--- src/rtl/core/fbfa_pkg.sv ---
// shared types and constants for the fixed block free list allocator
// no dependencies; imported by every module of the block
package fbfa_pkg;

   localparam int DEF_MAX_BLOCKS = 255;

   // configuration port
   localparam int CSR_IDX_W  = 2;
   localparam int CSR_DATA_W = 32;
   localparam logic [CSR_IDX_W-1:0] CSR_BASE  = 2'd0;
   localparam logic [CSR_IDX_W-1:0] CSR_BSIZE = 2'd1;
   localparam logic [CSR_IDX_W-1:0] CSR_CSIZE = 2'd2;

   // commands
   localparam logic [1:0] CMD_INIT    = 2'd0;
   localparam logic [1:0] CMD_ACQUIRE = 2'd1;
   localparam logic [1:0] CMD_RELEASE = 2'd2;

   // status codes
   localparam logic [1:0] ST_OK         = 2'd0;
   localparam logic [1:0] ST_NO_FREE    = 2'd1;
   localparam logic [1:0] ST_BAD_ADDR   = 2'd2;
   localparam logic [1:0] ST_NOT_IN_USE = 2'd3;

   // address relation to the chunk
   localparam logic [1:0] REL_BELOW  = 2'd0;
   localparam logic [1:0] REL_INSIDE = 2'd1;
   localparam logic [1:0] REL_ABOVE  = 2'd2;

   // divider geometry
   localparam int DIV_NUM_W = 32;
   localparam int DIV_DEN_W = 16;
   localparam int DIV_STEPS = 2;

   typedef struct packed {
      logic [1:0]  cmd;
      logic [31:0] address;
   } req_type;

   typedef struct packed {
      logic [1:0]  status;
      logic [31:0] block_address;
      logic [7:0]  block_index;
      logic [7:0]  free_count;
      logic [7:0]  used_count;
      logic        now_empty;
      logic [1:0]  relation;
   } rsp_type;

   typedef struct packed {
      logic                 done;
      logic [DIV_NUM_W-1:0] quot;
      logic [DIV_DEN_W-1:0] rem;
   } div_res_type;

   typedef enum logic [2:0] {
      S_IDLE,
      S_CALC,
      S_CHECK,
      S_DIV,
      S_DONE
   } fsm_type;

endpackage

--- src/rtl/core/fixed_block_free_list_allocator_top.sv ---
// fixed block allocator: free list of block links in a synchronous memory
// depends on fbfa_pkg and fbfa_div
//
//  channel | ports                       | direction | word
//  req     | req_valid req_ready req_data| in        | command and address
//  rsp     | rsp_valid rsp_ready rsp_data| out       | status, addresses, counts
//  csr     | csr_valid csr_ready csr_*   | in        | register index and data
//
// one item at a time: acquire, the unused command and a release outside the chunk go through
// calc, check and done; init runs the divider (two bits a cycle) before calc, check and done,
// and any other release runs it after check; done loads the result word and returns to idle
// reset restores link i -> i+1 through per-entry valid bits; no clearing pass
// a result waiting in the output register does not stop the next accept;
// the item then holds in its last state until rsp_ready frees the register
module fixed_block_free_list_allocator_top import fbfa_pkg::*; #(
   parameter int MAX_BLOCKS = DEF_MAX_BLOCKS
) (
   input  logic                  clock,
   input  logic                  reset,
   input  logic                  req_valid,
   output logic                  req_ready,
   input  req_type               req_data,
   output logic                  rsp_valid,
   input  logic                  rsp_ready,
   output rsp_type               rsp_data,
   input  logic                  csr_valid,
   output logic                  csr_ready,
   input  logic [CSR_IDX_W-1:0]  csr_index,
   input  logic [CSR_DATA_W-1:0] csr_data
);

   localparam int AW = (MAX_BLOCKS > 1) ? $clog2(MAX_BLOCKS) : 1;
   localparam logic [7:0] MAX_B8 = 8'(MAX_BLOCKS);

   // configuration registers
   logic [31:0] base_ff;
   logic [15:0] bsize_ff;
   logic [23:0] csize_ff;
   logic [15:0] bs_eff;

   // allocator state
   logic [7:0]            head_ff;
   logic [7:0]            free_ff;
   logic [7:0]            used_ff;
   logic [7:0]            count_ff;
   logic [MAX_BLOCKS-1:0] link_valid_ff;
   logic [7:0]            link_mem [MAX_BLOCKS];

   // per item working registers
   fsm_type     state_ff, state_in;
   logic [1:0]  cmd_ff;
   logic [31:0] addr_ff;
   logic [23:0] span_ff;
   logic [23:0] hoff_ff;
   logic [32:0] off_ff;
   logic [7:0]  link_q_ff;
   logic        lvalid_q_ff;
   rsp_type     res_ff;
   rsp_type     rsp_ff;
   logic        rsp_valid_ff;

   logic                 div_start;
   logic [DIV_NUM_W-1:0] div_num;
   div_res_type          div_res;
   logic                 mem_we;
   logic                 out_load;
   logic [AW-1:0]        rd_addr;
   logic [AW-1:0]        wr_addr;
   logic [1:0]           rel_now;
   logic [7:0]           next_head;
   logic [7:0]           init_n;
   logic                 release_ok;
   logic                 q_in_range;

   assign csr_ready = 1'b1;
   assign bs_eff    = (bsize_ff == 16'd0) ? 16'd1 : bsize_ff;

   always_ff @(posedge clock) begin
      if (reset) begin
         base_ff  <= '0;
         bsize_ff <= 16'd1;
         csize_ff <= '0;
      end else if (csr_valid) begin
         unique case (csr_index)
            CSR_BASE:  base_ff  <= csr_data;
            CSR_BSIZE: bsize_ff <= csr_data[15:0];
            CSR_CSIZE: csize_ff <= csr_data[23:0];
            default: ;
         endcase
      end
   end

   // divider serves both the init block count and the release offset
   assign div_num = (state_ff == S_IDLE) ? {8'd0, csize_ff} : off_ff[31:0];

   fbfa_div u_div (
      .clock (clock),
      .reset (reset),
      .start (div_start),
      .num   (div_num),
      .den   (bs_eff),
      .res   (div_res)
   );

   assign rel_now = off_ff[32] ? REL_BELOW :
                    (off_ff[31:0] >= {8'd0, span_ff}) ? REL_ABOVE : REL_INSIDE;

   assign rd_addr   = (head_ff < MAX_B8) ? head_ff[AW-1:0] : '0;
   assign wr_addr   = div_res.quot[AW-1:0];
   assign next_head = (head_ff < MAX_B8) ? (lvalid_q_ff ? link_q_ff : head_ff + 8'd1)
                                         : 8'd0;
   assign init_n    = (div_res.quot > 32'(MAX_BLOCKS)) ? MAX_B8 : div_res.quot[7:0];
   assign q_in_range = div_res.quot < 32'(MAX_BLOCKS);
   assign release_ok = (cmd_ff == CMD_RELEASE) && (div_res.rem == '0) && (used_ff != 8'd0);

   always_ff @(posedge clock) begin
      if (reset) state_ff <= S_IDLE;
      else       state_ff <= state_in;
   end

   always_comb begin
      state_in  = state_ff;
      req_ready = 1'b0;
      div_start = 1'b0;
      mem_we    = 1'b0;
      out_load  = 1'b0;
      unique case (state_ff)
         S_IDLE: begin
            req_ready = 1'b1;
            if (req_valid) begin
               if (req_data.cmd == CMD_INIT) begin
                  div_start = 1'b1;
                  state_in  = S_DIV;
               end else begin
                  state_in = S_CALC;
               end
            end
         end
         S_CALC: state_in = S_CHECK;
         S_CHECK: begin
            if (cmd_ff == CMD_RELEASE && rel_now == REL_INSIDE) begin
               div_start = 1'b1;
               state_in  = S_DIV;
            end else begin
               state_in = S_DONE;
            end
         end
         S_DIV: begin
            if (div_res.done) begin
               mem_we   = release_ok && q_in_range;
               // init goes on to work out the relation with the new block count
               state_in = (cmd_ff == CMD_INIT) ? S_CALC : S_DONE;
            end
         end
         S_DONE: begin
            if (!rsp_valid_ff || rsp_ready) begin
               out_load = 1'b1;
               state_in = S_IDLE;
            end
         end
         default: state_in = S_IDLE;
      endcase
   end

   // link memory: one read port for acquire, one write port for release
   always_ff @(posedge clock) begin
      if (mem_we) link_mem[wr_addr] <= head_ff;
      if (state_ff == S_CALC) link_q_ff <= link_mem[rd_addr];
   end

   always_ff @(posedge clock) begin
      if (reset) begin
         head_ff       <= '0;
         free_ff       <= '0;
         used_ff       <= '0;
         count_ff      <= '0;
         link_valid_ff <= '0;
         rsp_valid_ff  <= 1'b0;
      end else begin
         if (out_load)       rsp_valid_ff <= 1'b1;
         else if (rsp_ready) rsp_valid_ff <= 1'b0;

         if (state_ff == S_CHECK && cmd_ff == CMD_ACQUIRE && free_ff != 8'd0) begin
            head_ff <= next_head;
            free_ff <= free_ff - 8'd1;
            used_ff <= used_ff + 8'd1;
         end

         if (state_ff == S_DIV && div_res.done) begin
            if (cmd_ff == CMD_INIT) begin
               head_ff       <= '0;
               count_ff      <= init_n;
               free_ff       <= init_n;
               used_ff       <= '0;
               link_valid_ff <= '0;
            end else if (release_ok) begin
               head_ff <= div_res.quot[7:0];
               free_ff <= free_ff + 8'd1;
               used_ff <= used_ff - 8'd1;
               if (q_in_range) link_valid_ff[wr_addr] <= 1'b1;
            end
         end
      end
   end

   always_ff @(posedge clock) begin
      if (req_valid && req_ready) begin
         cmd_ff  <= req_data.cmd;
         addr_ff <= req_data.address;
         res_ff  <= '0;
      end

      if (state_ff == S_CALC) begin
         span_ff     <= {8'd0, bs_eff} * {16'd0, count_ff};
         hoff_ff     <= {8'd0, bs_eff} * {16'd0, head_ff};
         off_ff      <= {1'b0, addr_ff} - {1'b0, base_ff};
         lvalid_q_ff <= link_valid_ff[rd_addr];
      end

      if (state_ff == S_CHECK) begin
         res_ff.relation <= rel_now;
         if (cmd_ff == CMD_ACQUIRE) begin
            if (free_ff == 8'd0) begin
               res_ff.status <= ST_NO_FREE;
            end else begin
               res_ff.block_address <= base_ff + {8'd0, hoff_ff};
               res_ff.block_index   <= head_ff;
            end
         end else if (cmd_ff == CMD_RELEASE && rel_now != REL_INSIDE) begin
            res_ff.status <= ST_BAD_ADDR;
         end
      end

      if (state_ff == S_DIV && div_res.done && cmd_ff == CMD_RELEASE) begin
         priority if (div_res.rem != '0) begin
            res_ff.status <= ST_BAD_ADDR;
         end else if (used_ff == 8'd0) begin
            res_ff.status <= ST_NOT_IN_USE;
         end else begin
            res_ff.block_index <= div_res.quot[7:0];
            res_ff.now_empty   <= (used_ff == 8'd1);
         end
      end

      // counts come from the live state, everything else from the working word
      if (out_load) begin
         rsp_ff <= {res_ff.status, res_ff.block_address, res_ff.block_index,
                    free_ff, used_ff, res_ff.now_empty, res_ff.relation};
      end
   end

   assign rsp_valid = rsp_valid_ff;
   assign rsp_data  = rsp_ff;

endmodule

--- src/rtl/core/fbfa_div.sv ---
// iterative restoring divider, DIV_STEPS quotient bits per cycle
// depends on fbfa_pkg
module fbfa_div import fbfa_pkg::*; (
   input  logic                 clock,
   input  logic                 reset,
   input  logic                 start,
   input  logic [DIV_NUM_W-1:0] num,
   input  logic [DIV_DEN_W-1:0] den,
   output div_res_type          res
);

   localparam int CYCLES = DIV_NUM_W / DIV_STEPS;
   localparam int CNT_W  = $clog2(CYCLES + 1);

   logic                 busy_ff;
   logic                 done_ff;
   logic [CNT_W-1:0]     cnt_ff;
   logic [DIV_NUM_W-1:0] quot_ff;
   logic [DIV_DEN_W-1:0] rem_ff;
   logic [DIV_DEN_W-1:0] den_ff;

   logic [DIV_NUM_W-1:0] quot_in;
   logic [DIV_DEN_W-1:0] rem_in;
   logic [DIV_DEN_W:0]   trial;

   // dividend bits shift out of the top of quot while quotient bits enter below
   always_comb begin
      quot_in = quot_ff;
      rem_in  = rem_ff;
      trial   = '0;
      for (int s = 0; s < DIV_STEPS; s++) begin
         trial = {rem_in, quot_in[DIV_NUM_W-1]};
         if (trial >= {1'b0, den_ff}) begin
            rem_in  = DIV_DEN_W'(trial - {1'b0, den_ff});
            quot_in = {quot_in[DIV_NUM_W-2:0], 1'b1};
         end else begin
            rem_in  = trial[DIV_DEN_W-1:0];
            quot_in = {quot_in[DIV_NUM_W-2:0], 1'b0};
         end
      end
   end

   always_ff @(posedge clock) begin
      if (reset) begin
         busy_ff <= 1'b0;
         done_ff <= 1'b0;
         cnt_ff  <= '0;
      end else begin
         done_ff <= !start && busy_ff && (cnt_ff == CNT_W'(1));
         if (start) begin
            busy_ff <= 1'b1;
            cnt_ff  <= CNT_W'(CYCLES);
         end else if (busy_ff) begin
            cnt_ff <= cnt_ff - 1'b1;
            if (cnt_ff == CNT_W'(1)) begin
               busy_ff <= 1'b0;
            end
         end
      end
   end

   always_ff @(posedge clock) begin
      if (start) begin
         quot_ff <= num;
         rem_ff  <= '0;
         den_ff  <= den;
      end else if (busy_ff) begin
         quot_ff <= quot_in;
         rem_ff  <= rem_in;
      end
   end

   assign res.done = done_ff;
   assign res.quot = quot_ff;
   assign res.rem  = rem_ff;

endmodule

--- config.mk ---
export PLATFORM = sky130hd
export DESIGN_NAME = fixed_block_free_list_allocator_top
export DESIGN_NICKNAME = d
export VERILOG_FILES = /design/src/rtl/core/fbfa_pkg.sv /design/src/rtl/core/fixed_block_free_list_allocator_top.sv /design/src/rtl/core/fbfa_div.sv
export SDC_FILE = /design/constraint.sdc
export NUM_CORES = 2
export LEC_CHECK = 0
export ABC_AREA = 1
export BUFFER_PORTS_ARGS = -buffer_cell sky130_fd_sc_hd__buf_2
export CELL_PAD_IN_SITES_DETAIL_PLACEMENT = 0
export CELL_PAD_IN_SITES_GLOBAL_PLACEMENT = 1
export CORE_MARGIN = 5
export CORE_UTILIZATION = 35
export DETAILED_ROUTE_END_ITERATION = 7
export PLACE_DENSITY = 0.62
export SKIP_CTS_REPAIR_TIMING = 1
export SLEW_MARGIN = 40
export SYNTH_ARGS = -nofsm -noshare
export SYNTH_HDL_FRONTEND = slang
export SYNTH_HIERARCHICAL = 1
export SYNTH_SLANG_ARGS = --single-unit
export TNS_END_PERCENT = 10
--- constraint.sdc ---
create_clock -name clock -period 11.3 [get_ports clock]
set_input_delay 2.26 -clock clock [delete_from_list [all_inputs] [get_ports clock]]
set_output_delay 2.26 -clock clock [all_outputs]
set_load 0.05 [all_outputs]
# Word-level counts from Yosys, hierarchy flattened

Memory sizes are Yosys's and may differ from the RTL's. A register that Yosys moved wholly into a read port is not among the register bits.
Index checks and enable logic that the tools add are counted.

$lt $le $gt $ge: 9
Mux-type cells: 75
Multipliers: 2
Reductions and logical operators: 39
Bitwise logic cells: 1
Eq/ne operators: 15
Add/sub/neg operators: 10

Operator list:

| operator                                                       | count |
|---|---|
| 2-to-1 mux 255 bit                                             | 3 |
| bitwise OR 255 bit                                             | 1 |
| 2-to-1 mux 8 bit                                               | 19 |
| 2-to-1 mux 32 bit                                              | 3 |
| 2-to-1 mux 40 bit                                              | 2 |
| 2-to-1 mux 61 bit                                              | 1 |
| multiplier 16 x 8 -> 24 bit                                    | 2 |
| 2-to-1 mux 16 bit                                              | 3 |
| 2-to-1 mux 42 bit                                              | 1 |
| greater-or-equal comparator 17 x 16 -> 1 bit                   | 2 |
| subtractor 32 x 32 -> 33 bit                                   | 1 |
| adder 32 x 24 -> 32 bit                                        | 1 |
| greater-or-equal comparator 32 x 24 -> 1 bit                   | 1 |
| greater-than comparator 32 x 8 -> 1 bit, second input constant | 1 |
| zero test 16 bit                                               | 2 |
| < comparator 32 x 8 -> 1 bit, second input constant            | 1 |
| subtractor 16 bit                                              | 2 |
| adder 8 x 1 -> 8 bit, second input constant                    | 3 |
| 2-to-1 mux 1 bit                                               | 22 |
| 2-to-1 mux 2 bit                                               | 10 |
| < comparator 8 x 9 -> 1 bit, second input constant             | 2 |
| zero test 8 bit                                                | 2 |
| nonzero test 16 bit                                            | 1 |
| nonzero test 8 bit                                             | 2 |
| other kinds (28)                                               | 63 |

Output and inout bits: 64
Word-level logic and storage cells: 187
Bits in registers: 656
Input port bits: 73
RAM bits: 2040
Memories kept: 1

Memory list:

| name     | words | bits a word | rd ports | clocked after memory_dff | wr ports | line                                      | RTL |
|---|---|---|---|---|---|---|---|
| link_mem | 255   | 8           | 1        | 1                        | 1        | fixed_block_free_list_allocator_top.sv:47 | `logic [7:0] link_mem [MAX_BLOCKS];` |

# Depth between registers and ports, before layout

Depth in word-level cells: 11
Depth in mapped cells: 30
Depth with buffers taken out: 27

# Modules after synthesis

Netlist, hierarchy kept.

Modules (own cells, without submodules):

| module                              | seq. area each (µm²) | area each (µm²) | times used | cells an instance |
|---|---|---|---|---|
| fixed_block_free_list_allocator_top | 75001.9              | 123577.3        | 1          | 12271 |
| fbfa_div                            | 1901.8               | 5215.0          | 1          | 689 |

# Worst setup path before layout

OpenSTA, ideal clock, no wires.

Path kind: input port to flip-flop
From: input port rsp_ready
To: register rsp_ff, in the netlist rsp_data[0] (enable)
Data required time: 10.666 ns
Path slack: 2.513 ns
Data arrival time: 8.152 ns
Setup time: 0.634 ns
Stages: 2
Buffers on the path: 0
Cells stage by stage: nor2_1 > nor4_1

Cells in the longest elaborated chain, start to end: 3

RTL lines:

| item                   | line                                       | RTL |
|---|---|---|
| start: declaration     | fixed_block_free_list_allocator_top.sv:24  | `input logic rsp_ready,` |
| logical OR 1 bit       | fixed_block_free_list_allocator_top.sv:156 | `if (!rsp_valid_ff \|\| rsp_ready) begin` |
| 2-to-1 mux 1 bit       | fixed_block_free_list_allocator_top.sv:156 |  |
| 2-to-1 mux 1 bit       | fixed_block_free_list_allocator_top.sv:127 | `unique case (state_ff)` |
| net out_load           | fixed_block_free_list_allocator_top.sv:66  | `logic out_load;` |
| end signal: assignment | fixed_block_free_list_allocator_top.sv:247 | `rsp_ff <= {res_ff.status, res_ff.block_address, res_ff.block_index,` |
| end: declaration       | fixed_block_free_list_allocator_top.sv:59  | `rsp_type rsp_ff;` |

The timed path passes the listed nets, and every way through them passes these cells.
A chain may end at the register's enable or synchronous reset.

# Worst setup path in the final report

From: register head_ff[1]
To: register link_q_ff[1], read port of link_mem (data pin)

Cells in the longest elaborated chain, start to end: 2

RTL lines:

| item                     | line                                       | RTL |
|---|---|---|
| start: declaration       | fixed_block_free_list_allocator_top.sv:42  | `logic [7:0] head_ff;` |
| start signal: assignment | fixed_block_free_list_allocator_top.sv:184 | `head_ff <= next_head;` |
| start signal: assignment | fixed_block_free_list_allocator_top.sv:197 | `head_ff <= div_res.quot[7:0];` |
| < comparator 8 bit       | fixed_block_free_list_allocator_top.sv:108 | `assign rd_addr = (head_ff < MAX_B8) ? head_ff[AW-1:0] : '0;` |
| 2-to-1 mux 8 bit (*)     | fixed_block_free_list_allocator_top.sv:108 |  |
| end: declaration         | fixed_block_free_list_allocator_top.sv:56  | `logic [7:0] link_q_ff;` |

Every way passes the cells marked *; elsewhere a longest branch is shown, timed or not.

==> qor.yml <==
status: "completed"
synth_flop_cell: "edfxtp_1"
die_w_um: 617
fmax_mhz: 157
netlist.area_leader.share_pct: 53.0
path_class: "reg -> reg"
clk_pin_slew_ps: 60
final.setup.worst_slack_ps: 4950
final_cells: 17900
drt_first_pass_iters: 6
yosysSeqAreaShare_pct: 59.7
powerDensity_mw_per_mm2: 166
synth.distinct_cells: 66
clkLatencyLatePin_ps: 940
num-nets-final: 13300
cp.required_ps: 11980
drt_iter0_drc: 9225
fp.dieArea_mm2: 0.380
seq_area_mm2: 0.0769
grt_usage_pct: 21.1
wl_per_cell_um: 23.1
syn_nets: 13400
worst_pin_slew_ps: 910
yosys_register_bits: 2704
p_leak_nw: 57.6
vias: 93400
port_buffers: 135
postPlaceCellArea_mm2: 0.135
cts_tree: "done"
start_util_pct: 35.2
period_needed_ps: 6350
ys.warnings.count: 6
ys_async_sr_fraction_pct: 0
place.gp.congestion: 0.873
grt_start_max_net_pins: 186
area_delta_synth_final_pct: 12.8
synth_edf_count: 2275
via_per_inst: 5.21
drv_cap: 0
rsz0062_at_grt: "no"
syn_inst: 13000
multiInputGateArea_mm2: 0.0428
timing.critical_path.mode_cell: "nand3_1"
grt_pass1_wl_um: 613000
yosys-top-cells-count: "nand2_1, edfxtp_1, nand3_1"
start_kind: "flop"
fin_crit_sh_pct: 56.2
r2r_slack_ps: 4950
fin_tns_setup_ps: 0
synth_top_cell_by_area: "edfxtp_1"
drive_gt1_share_pct: 9.54
setup_viol: 0
hold_viol: 0
fin_area_mm2: 0.145
cpLargestDelayFamily: "simple AND/OR/NAND/NOR gates"
drc_errors: 0
clockRootBuffer: "clkbuf_16"
cp_max_fo: 185
worst_setup_path_end_kind: "flop"
arrival_ps: 7040
antenna_found_initial: 10
die_y_um: 617
numCtsBuffers: 310
crit_path_cell_trace: "ha_1 -> nand2_2 -> nor2_4 -> nand2_8 -> nand2_8 -> buf_12 -> buf_16 -> buf_12 -> nand2_1 -> nand3_1 -> nand3_1 -> nand3_1 -> nand3_1 -> nand3_1 -> nand3_1 -> nand3_1 -> nand2_1"
report.final.slew_viol_count: 0
hpwl_um: 248000
core_mm2: 0.366
cts.path.max_buffers: 4
yosysMostFrequentCell: "nand2_1"
worst-path-buf-inv: 3
synth_area_leaders: "edfxtp_1, nand3_1, nand2_1"
cpPeakStageDelay_ps: 880
place_ws_ps: 5010
ant_nets: 0
rows: 222
postSynthAreaPerCell_um2: 9.94
totalWireLength_um: 413000
skew_ps: 80.4
ir_drop_uv: 125
cp_slowest_cell: "dfxtp_4"
n_fill_cell: 35500
cts_sinks: 2704
htreeDepth: 5
ios: 137
slew_headroom_pct: 39.0
syn_area_mm2: 0.129
hold_class: "reg -> reg"
post-place-cells: 17300
overflow: 0
post-route-util_pct: 39.7
grt_pass1_vias: 91700
==> layout make-up <==
type / count / area share (%)
sequential: 2704 / 52.9
multi-input combinational: 7742 / 29.4
clock buffer: 397 / 5.79
inverter: 1672 / 4.36
tap: 4816 / 4.15
timing repair buffer: 407 / 2.23
clock inverter: 165 / 1.11
antenna: 1 / 0.00172
==> per-stage QoR <==
stage / hold slack (ps) / power [mW]
3_3_place_gp: 417 / 14.3
2_1_floorplan: 400 / 13.4
3_5_place_dp: 418 / 14.4
4_1_cts: 426 / 24.4
5_1_grt: 430 / 25.1
6_report: 424 / 24.2
==> cells in the final DEF, fill, tap and decap left out, drive strengths merged, types with 5 or more instances in the layout <==
master	count
buf	407
nand3b	255
o21bai	11
ha	208
nand4	18
nand3	2076
o211ai	262
a21o	20
or2	53
a31oi	81
clkbuf	397
clkinv	130
nor2	588
edfxtp	2275
o22ai	8
nor4	22
o21a	11
xor2	80
a21boi	5
a21oi	443
o31ai	6
clkinvlp	9
o2111ai	48
dfxtp	429
nand2	2572
fa	172
nor3	287
xnor2	39
inv	1675
bufinv	23
and2	6
o21ai	449
==> final timing paths <==
path,start,to,cells after the start
min,res_ff[29],rsp_data[29],0
min reg2reg,res_ff[29],rsp_data[29],0
max reg2reg,head_ff[1],link_q_ff[1],17
max,head_ff[1],link_q_ff[1],17
==> logic make-up after synthesis <==
kind of cell,Yosys count,share of synthesized area [%]
compound gates,1363,6.20
xor+xnor,119,0.809
fa+ha+maj,380,4.69
buf+inv,2514,7.98
flops,2704,59.7
other cells,1,0.00291
simple gates,5879,20.6
==> power by group <==
group	total [mW]	leakage (nW)	internal (mW)	switching (mW)
combinational	2.98	28.7	0.865	2.11
clock	10.0	4.90	5.82	4.19
sequential	11.2	24.0	11.0	0.185
total	24.2	57.6	17.7	6.49
==> registers in the layout (all words and copies together) (netlist names), 24 cells and up <==
register       flops
span_ff           24
base_ff           32
off_ff            33
link_valid_ff    255
res_ff            45
rsp_data          61
csize_ff          24
u_div/quot_ff     32
link_mem        2040
addr_ff           32
hoff_ff           24
==> layer usage <==
layer | wire (um) | up-vias | GRT usage (%)
li1 | - | 43700 | -
met1 | 180000 | 46000 | 28.9
met2 | 195000 | 2948 | 34.8
met3 | 24800 | 630 | 2.69
met4 | 13300 | 2 | 6.48
met5 | 20 | - | 0
(Power assumes the default switching activity.)
